**src/sv/spt_pkg.sv**
```systemverilog
// Shared types and constants for the semiprime trial-division block.
package spt_pkg;

	localparam int SMALL_W     = 16;
	localparam int LARGE_W     = 30;
	localparam int OUT_TDATA_W = 48;

	typedef enum logic [3:0] {
		ST_IDLE  = 4'b0001,
		ST_CHECK = 4'b0010,
		ST_DIV   = 4'b0100,
		ST_OUT   = 4'b1000
	} state_t;

	// position on the candidate wheel: 2, 3, then 6k-1 / 6k+1
	typedef enum logic [1:0] {
		WH_TWO   = 2'd0,
		WH_THREE = 2'd1,
		WH_P2    = 2'd2,
		WH_P4    = 2'd3
	} wheel_t;

	typedef struct packed {
		logic done;
		logic rem_zero;
	} div_status_t;

endpackage

```
**src/sv/spt_serial_div.sv**
```systemverilog
// Bit-serial restoring divider: one quotient bit per cycle.
module spt_serial_div #(
	parameter int NW = 31,
	parameter int DW = 17
) (
	input  logic                      clk,
	input  logic                      arst_n,
	input  logic                      start,
	input  logic [NW-1:0]             dividend,
	input  logic [DW-1:0]             divisor,
	output spt_pkg::div_status_t      status,
	output logic [NW-1:0]             quotient
);
	import spt_pkg::*;

	localparam int CW = $clog2(NW);

	logic              busy_q;
	logic              done_q;
	logic [CW-1:0]     cnt_q;
	logic [DW-1:0]     div_q;
	// {remainder, dividend bits shifting out / quotient bits shifting in}
	logic [DW+NW-1:0]  acc_q;

	logic [DW:0]       top;
	logic [DW:0]       diff;
	logic              qbit;
	logic [DW-1:0]     rem_next;

	always_comb begin
		top      = {acc_q[DW+NW-1:NW], acc_q[NW-1]};
		diff     = top - {1'b0, div_q};
		qbit     = (top >= {1'b0, div_q});
		rem_next = qbit ? diff[DW-1:0] : top[DW-1:0];
	end

	always_ff @(posedge clk or negedge arst_n) begin
		if (!arst_n) begin
			busy_q <= 1'b0;
			done_q <= 1'b0;
			cnt_q  <= '0;
		end else begin
			done_q <= 1'b0;
			if (start) begin
				busy_q <= 1'b1;
				cnt_q  <= '0;
			end else if (busy_q) begin
				cnt_q <= cnt_q + CW'(1);
				if (cnt_q == CW'(NW - 1)) begin
					busy_q <= 1'b0;
					done_q <= 1'b1;
				end
			end
		end
	end

	always_ff @(posedge clk) begin
		if (start) begin
			acc_q <= {{DW{1'b0}}, dividend};
			div_q <= divisor;
		end else if (busy_q) begin
			acc_q <= {rem_next, acc_q[NW-2:0], qbit};
		end
	end

	assign status.done     = done_q;
	assign status.rem_zero = (acc_q[DW+NW-1:NW] == '0);
	assign quotient        = acc_q[NW-1:0];

endmodule

```
**src/sv/semiprime_trial_division.sv**
```systemverilog
// Top level: semiprime test by wheel trial division over a bit-serial divider.
//
// Input channel (s_*): one item carries the number to test. s_tready is high
// only while the block is idle; one number is worked on at a time.
// Output channel (m_*): one result item per input item: found flag, smaller
// and larger prime factor (both zero when not found).
// Candidates d run 2, 3, 5, 7, 11, 13, ... (6k-1/6k+1 wheel) while d*d <= n.
// The first d that divides n is its smallest prime factor p; the quotient
// m = n/p is then tested for primality with the same candidate run picking up
// at p. d*d is kept as a running square, updated by shift and add. Each
// candidate is tried by the bit-serial divider (one quotient bit per cycle).
// A result is held in an output register with m_tvalid high until m_tready;
// the block stalls there and takes no new item until it is taken.
// Reset (arst_n low, asynchronous) returns to idle and drops m_tvalid.
module semiprime_trial_division #(
	parameter int NUMBER_WIDTH = 31
) (
	input  logic                                   clk,
	input  logic                                   arst_n,
	input  logic                                   s_tvalid,
	output logic                                   s_tready,
	// [NUMBER_WIDTH-1:0] number, rest zero
	input  logic [((NUMBER_WIDTH+7)/8)*8-1:0]      s_tdata,
	output logic                                   m_tvalid,
	input  logic                                   m_tready,
	// [0] found, [16:1] small_factor, [46:17] large_factor, [47] zero
	output logic [spt_pkg::OUT_TDATA_W-1:0]        m_tdata
);
	import spt_pkg::*;

	localparam int NW = NUMBER_WIDTH;
	localparam int DW = (NW + 1) / 2 + 1;   // candidate width, room past sqrt
	localparam int SW = 2 * DW;             // running square width

	state_t              state_q;
	wheel_t              wheel_q;
	logic                phase_q;           // 0: find smallest factor, 1: test quotient
	logic [NW-1:0]       num_q;
	logic [DW-1:0]       cand_q;
	logic [SW-1:0]       sq_q;
	logic [DW-1:0]       p_q;
	logic                found_q;
	logic [SMALL_W-1:0]  small_q;
	logic [LARGE_W-1:0]  large_q;

	logic                past_root;
	logic                div_start;
	div_status_t         div_st;
	logic [NW-1:0]       quot;
	logic [SW-1:0]       cand_ext;
	logic [DW-1:0]       cand_next;
	logic [SW-1:0]       sq_next;
	wheel_t              wheel_next;
	logic [SMALL_W+DW-1:0] small_ext;
	logic [LARGE_W+NW-1:0] large_ext;

	assign past_root = (sq_q > {{(SW - NW){1'b0}}, num_q});
	assign div_start = (state_q == ST_CHECK) && !past_root;
	assign cand_ext  = {{DW{1'b0}}, cand_q};
	assign small_ext = {{SMALL_W{1'b0}}, p_q};
	assign large_ext = {{LARGE_W{1'b0}}, num_q};

	// next wheel candidate; (d+s)^2 = d^2 + 2sd + s^2
	always_comb begin
		case (wheel_q)
			WH_TWO: begin
				cand_next  = cand_q + DW'(1);
				sq_next    = sq_q + (cand_ext << 1) + SW'(1);
				wheel_next = WH_THREE;
			end
			WH_THREE, WH_P2: begin
				cand_next  = cand_q + DW'(2);
				sq_next    = sq_q + (cand_ext << 2) + SW'(4);
				wheel_next = (wheel_q == WH_THREE) ? WH_P2 : WH_P4;
			end
			default: begin
				cand_next  = cand_q + DW'(4);
				sq_next    = sq_q + (cand_ext << 3) + SW'(16);
				wheel_next = WH_P2;
			end
		endcase
	end

	spt_serial_div #(
		.NW (NW),
		.DW (DW)
	) u_div (
		.clk      (clk),
		.arst_n   (arst_n),
		.start    (div_start),
		.dividend (num_q),
		.divisor  (cand_q),
		.status   (div_st),
		.quotient (quot)
	);

	// control
	always_ff @(posedge clk or negedge arst_n) begin
		if (!arst_n) begin
			state_q <= ST_IDLE;
			wheel_q <= WH_TWO;
			phase_q <= 1'b0;
		end else begin
			unique case (state_q)
				ST_IDLE: begin
					if (s_tvalid) begin
						state_q <= ST_CHECK;
						wheel_q <= WH_TWO;
						phase_q <= 1'b0;
					end
				end
				ST_CHECK: begin
					state_q <= past_root ? ST_OUT : ST_DIV;
				end
				ST_DIV: begin
					if (div_st.done) begin
						if (div_st.rem_zero) begin
							phase_q <= 1'b1;
							state_q <= phase_q ? ST_OUT : ST_CHECK;
						end else begin
							wheel_q <= wheel_next;
							state_q <= ST_CHECK;
						end
					end
				end
				ST_OUT: begin
					if (m_tready) begin
						state_q <= ST_IDLE;
					end
				end
				default: begin
					state_q <= ST_IDLE;
				end
			endcase
		end
	end

	// datapath
	always_ff @(posedge clk) begin
		case (state_q)
			ST_IDLE: begin
				num_q  <= s_tdata[NW-1:0];
				cand_q <= DW'(2);
				sq_q   <= SW'(4);
			end
			ST_CHECK: begin
				if (past_root) begin
					// no divisor left: n prime (not found) or quotient prime (found)
					found_q <= phase_q;
					small_q <= phase_q ? small_ext[SMALL_W-1:0] : '0;
					large_q <= phase_q ? large_ext[LARGE_W-1:0] : '0;
				end
			end
			ST_DIV: begin
				if (div_st.done) begin
					if (div_st.rem_zero) begin
						if (phase_q) begin
							// quotient composite: three or more prime factors
							found_q <= 1'b0;
							small_q <= '0;
							large_q <= '0;
						end else begin
							p_q   <= cand_q;
							num_q <= quot;
						end
					end else begin
						cand_q <= cand_next;
						sq_q   <= sq_next;
					end
				end
			end
			default: begin
			end
		endcase
	end

	assign s_tready = (state_q == ST_IDLE);
	assign m_tvalid = (state_q == ST_OUT);
	assign m_tdata  = {1'b0, large_q, small_q, found_q};

endmodule

```
**config.mk**
```make
export PLATFORM = sky130hd
export DESIGN_NAME = semiprime_trial_division
export DESIGN_NICKNAME = d
export VERILOG_FILES = /design/src/sv/spt_pkg.sv /design/src/sv/spt_serial_div.sv /design/src/sv/semiprime_trial_division.sv
export SDC_FILE = /design/constraint.sdc
export NUM_CORES = 1
export LEC_CHECK = 0
export BUFFER_PORTS_ARGS = -buffer_cell sky130_fd_sc_hd__buf_2
export CAP_MARGIN = 5
export CORE_MARGIN = 1
export CORE_UTILIZATION = 55
export DETAILED_ROUTE_END_ITERATION = 7
export PLACE_DENSITY = 0.78
export RECOVER_POWER = 50
export SYNTH_ARGS = -nofsm -noshare
export SYNTH_HDL_FRONTEND = slang
export SYNTH_SLANG_ARGS = --single-unit
```
**constraint.sdc**
```tcl
create_clock -name clk -period 4.4 [get_ports clk]
set_input_delay 0.22 -clock clk [delete_from_list [all_inputs] [get_ports clk]]
set_output_delay 0.22 -clock clk [all_outputs]
set_load 0.005 [all_outputs]
```
==> results.toml <==
[sta]
fin_crit_sh_pct = 88.22
holdWs_ns = 0.01559
rsz0062_at_grt = "no"
worst_pin_slew_ns = 1.752
max_freq_ghz = 0.2576
tns_ns = 0
worst_clock_skew_ns = 0.01570
drv_slew = 81
hold_viol = 0
relSlewSlack_pct = -16.77
min_period_ns = 3.882
setup_viol = 0

[synth]
synth_edf_count = 193
synthCells = 1592
synth_most_common_cell = "edfxtp_1"
async_reset_ff_share_pct = 6.250
synth_top_area_share_pct = 37.29
synth_fp_nets = 1773
synth_common_cells = "edfxtp_1 (193), nand2_1 (181), ha_1 (141), nor2_1 (117), a21oi_1 (97)"
synth_seq_cells = 224
seq_area_frac_synth_pct = 41.74
yosys.area.top_type = "edfxtp_1"
syn-cell-area_um2 = 15540
synth.area.top_cells = "edfxtp_1 (37%), ha_1 (11%), nand2_1 (4.4%), a21oi_1 (3.1%), xnor2_1 (3.1%)"
yosys_warnings = 0
synth_ff_type = "edfxtp_1"
ys_types = 94
syn_area_per_cell_um2 = 9.763

[detailed_routing]
vias_per_cell = 6.248
vias = 12990
drc = 0
wl_mm = 40.62
drtAntennaViolNets = 0
dr.pass1.iters = 6
wire_per_inst_um = 19.54
drt_iter0_drc = 1210

[critical_path]
reg2reg_slack_ns = 0.52
startpoint_type = "register"
worst_setup_path_end_kind = "register"
worstPathRequired_ns = 4.64
crit_type = "reg2reg"
critPathMaxFanout = 13
r2r_cells = 14
crit_path_end = "sq_q[20]"
cp.arrival_ns = 4.12
startpoint = "cand_q[1]"
r2r_start = "cand_q[1]"
worstReg2RegEnd = "sq_q[20]"

[grt]
grt_pass1_vias = 12608
antenna_found_initial = 0
grt_use_met3_pct = 3.140
gr-total-overflow = 0
use_met1_pct = 36.27
grt_pass1_wl_mm = 64.98
grt-busiest-layer = "met2"
met2_usage_pct = 47.84
grt_max_degree = 89
grt.total_usage_pct = 28.29

[power_and_ir_drop]
p_leak_nw = 7.138
ir_drop_mv = 0.3812
power_density_nw_per_um2 = 769.8

[cts]
insertion_delay_ns = 0.54
max-clock-path-buffers = 3
postCtsSetupBuffers = 0
cts_tree = "yes"
cts.sinks = 224
path_clk_slew_ns = 0.06
htree_levels = 1
numCtsBuffers = 26
clockRootBuffer = "clkbuf_16"

[floorplanning]
initial_core_util_pct = 55.94
pin_count = 86
rows = 61
coreArea_um2 = 27780
die_width_um = 170.1
dieHeight_um = 170.1
dieArea_um2 = 28940

[job]
cap_viol_max_count = 1

[finish]
areaGrowthSynthToFinish_pct = 11.99
antennaDiodeCount = 0
layoutNonFillerInstCount = 2079
layout.nets = 1862
final_core_util_pct = 62.66
drive_above_1_share_pct = 11.35

[placed_design]
hpwlAfterDp_mm = 28.14
port_buffers = 83
gp_congestion = 0.9352
placed_cells_incl_taps = 1998

[outcome]
violations = "capacitance limit, slew limit"
run_status = "finished, violations left"

[worst_hold_path]
hp-class = "in2reg"
[layout by cell type (no fill, tap or decap), types with 53 or more instances in the layout]
master	instances
a21oi_1	96
edfxtp_1	193
nor3_1	53
nor2_1	116
ha_1	140
o21ai_0	60
buf_2	61
nand2_1	181
inv_1	85
xnor2_1	55
[cell type report]
cell class / count / area, µm²
repair buffers: 144 / 884.6
flip-flops and latches: 224 / 6487
multi-input cells: 1200 / 8424
inverters: 85 / 319.1
fillers: 2283 / 10380
well taps: 378 / 473.0
clock inverters: 14 / 107.6
clock buffers: 34 / 710.7
[report_power, final]
group	total, W	switching, W	leakage (nW)	internal [W]
clock network	0.00208	0.000925	0.400	0.00116
logic	0.00713	0.00419	4.56	0.00294
registers	0.00419	0.000865	2.17	0.00333
[how the worst min path moves through the flow]
stage           startpoint    endpoint  slack (ns)  cells after the start
3_5_place_dp        arst_n  state_q[3]        0.14                      1
3_3_place_gp        arst_n  state_q[3]        0.13                      1
6_report       s_tdata[30]   num_q[30]        0.02                      3
4_1_cts        s_tdata[30]   num_q[30]       0.004                      3
2_1_floorplan       arst_n     phase_q       -0.08                      0
5_1_grt        s_tdata[30]   num_q[30]        0.03                      3
[worst max-delay path: stages (launching register included)]
cell	delay (ns)
edfxtp_1	0.35
clkbuf_1	0.53
inv_1	0.10
ha_1	0.30
inv_1	0.04
ha_1	0.22
fa_1	0.43
a211oi_1	0.25
nor2_1	0.12
o22ai_1	0.38
a21o_1	0.27
o21ai_0	0.13
xnor2_1	0.15
a22oi_1	0.20
a21oi_1	0.09
[logic make-up after synthesis]
logic type	share of synthesized area (%)
adders and majority gates	11.87
muxes	3.140
and+or+nand+nor	16.41
xor gates and xnor gates	4.903
DFF	41.74
other	0.02413
buffers and inverters	4.347
AOI/OAI and AO/OA	17.57
[flip-flops by register name, summed over array words and instances (netlist names), 2 cells and up]
register and cells:
num_q 31, u_div.cnt_q 5, u_div.div_q 17, cand_q 17, p_q 16, sq_q 34
state_q 4, large_q 30, u_div.acc_q 48, wheel_q 2, small_q 16
[per-stage QoR]
| step | setup slack [ns] | total power, W | area [µm²] |
|---|---|---|---|
| 3_5_place_dp | 0.7276 | 0.01118 | 16350 |
| 5_1_grt | 0.2318 | 0.01431 | 17410 |
| 3_3_place_gp | 0.8137 | 0.01090 | 16350 |
| 4_1_cts | 0.7024 | 0.01334 | 17500 |
| 2_1_floorplan | 0.3728 | 0.009314 | 15540 |
| 6_report | 0.5183 | 0.01340 | 17410 |
[layer usage]
metal	vias to the layer above	routed length, µm
li1	6117	-
met4	0	1822
met2	590	19500
met3	145	2665
met1	6138	16630
met5	-	0
[repair_timing]
item / in CTS / in global routing
gates resized for setup: 0 / 0
hold endpoints to repair: 47 / 0
hold buffers: 33 / 0
(Power assumes the default switching activity.)
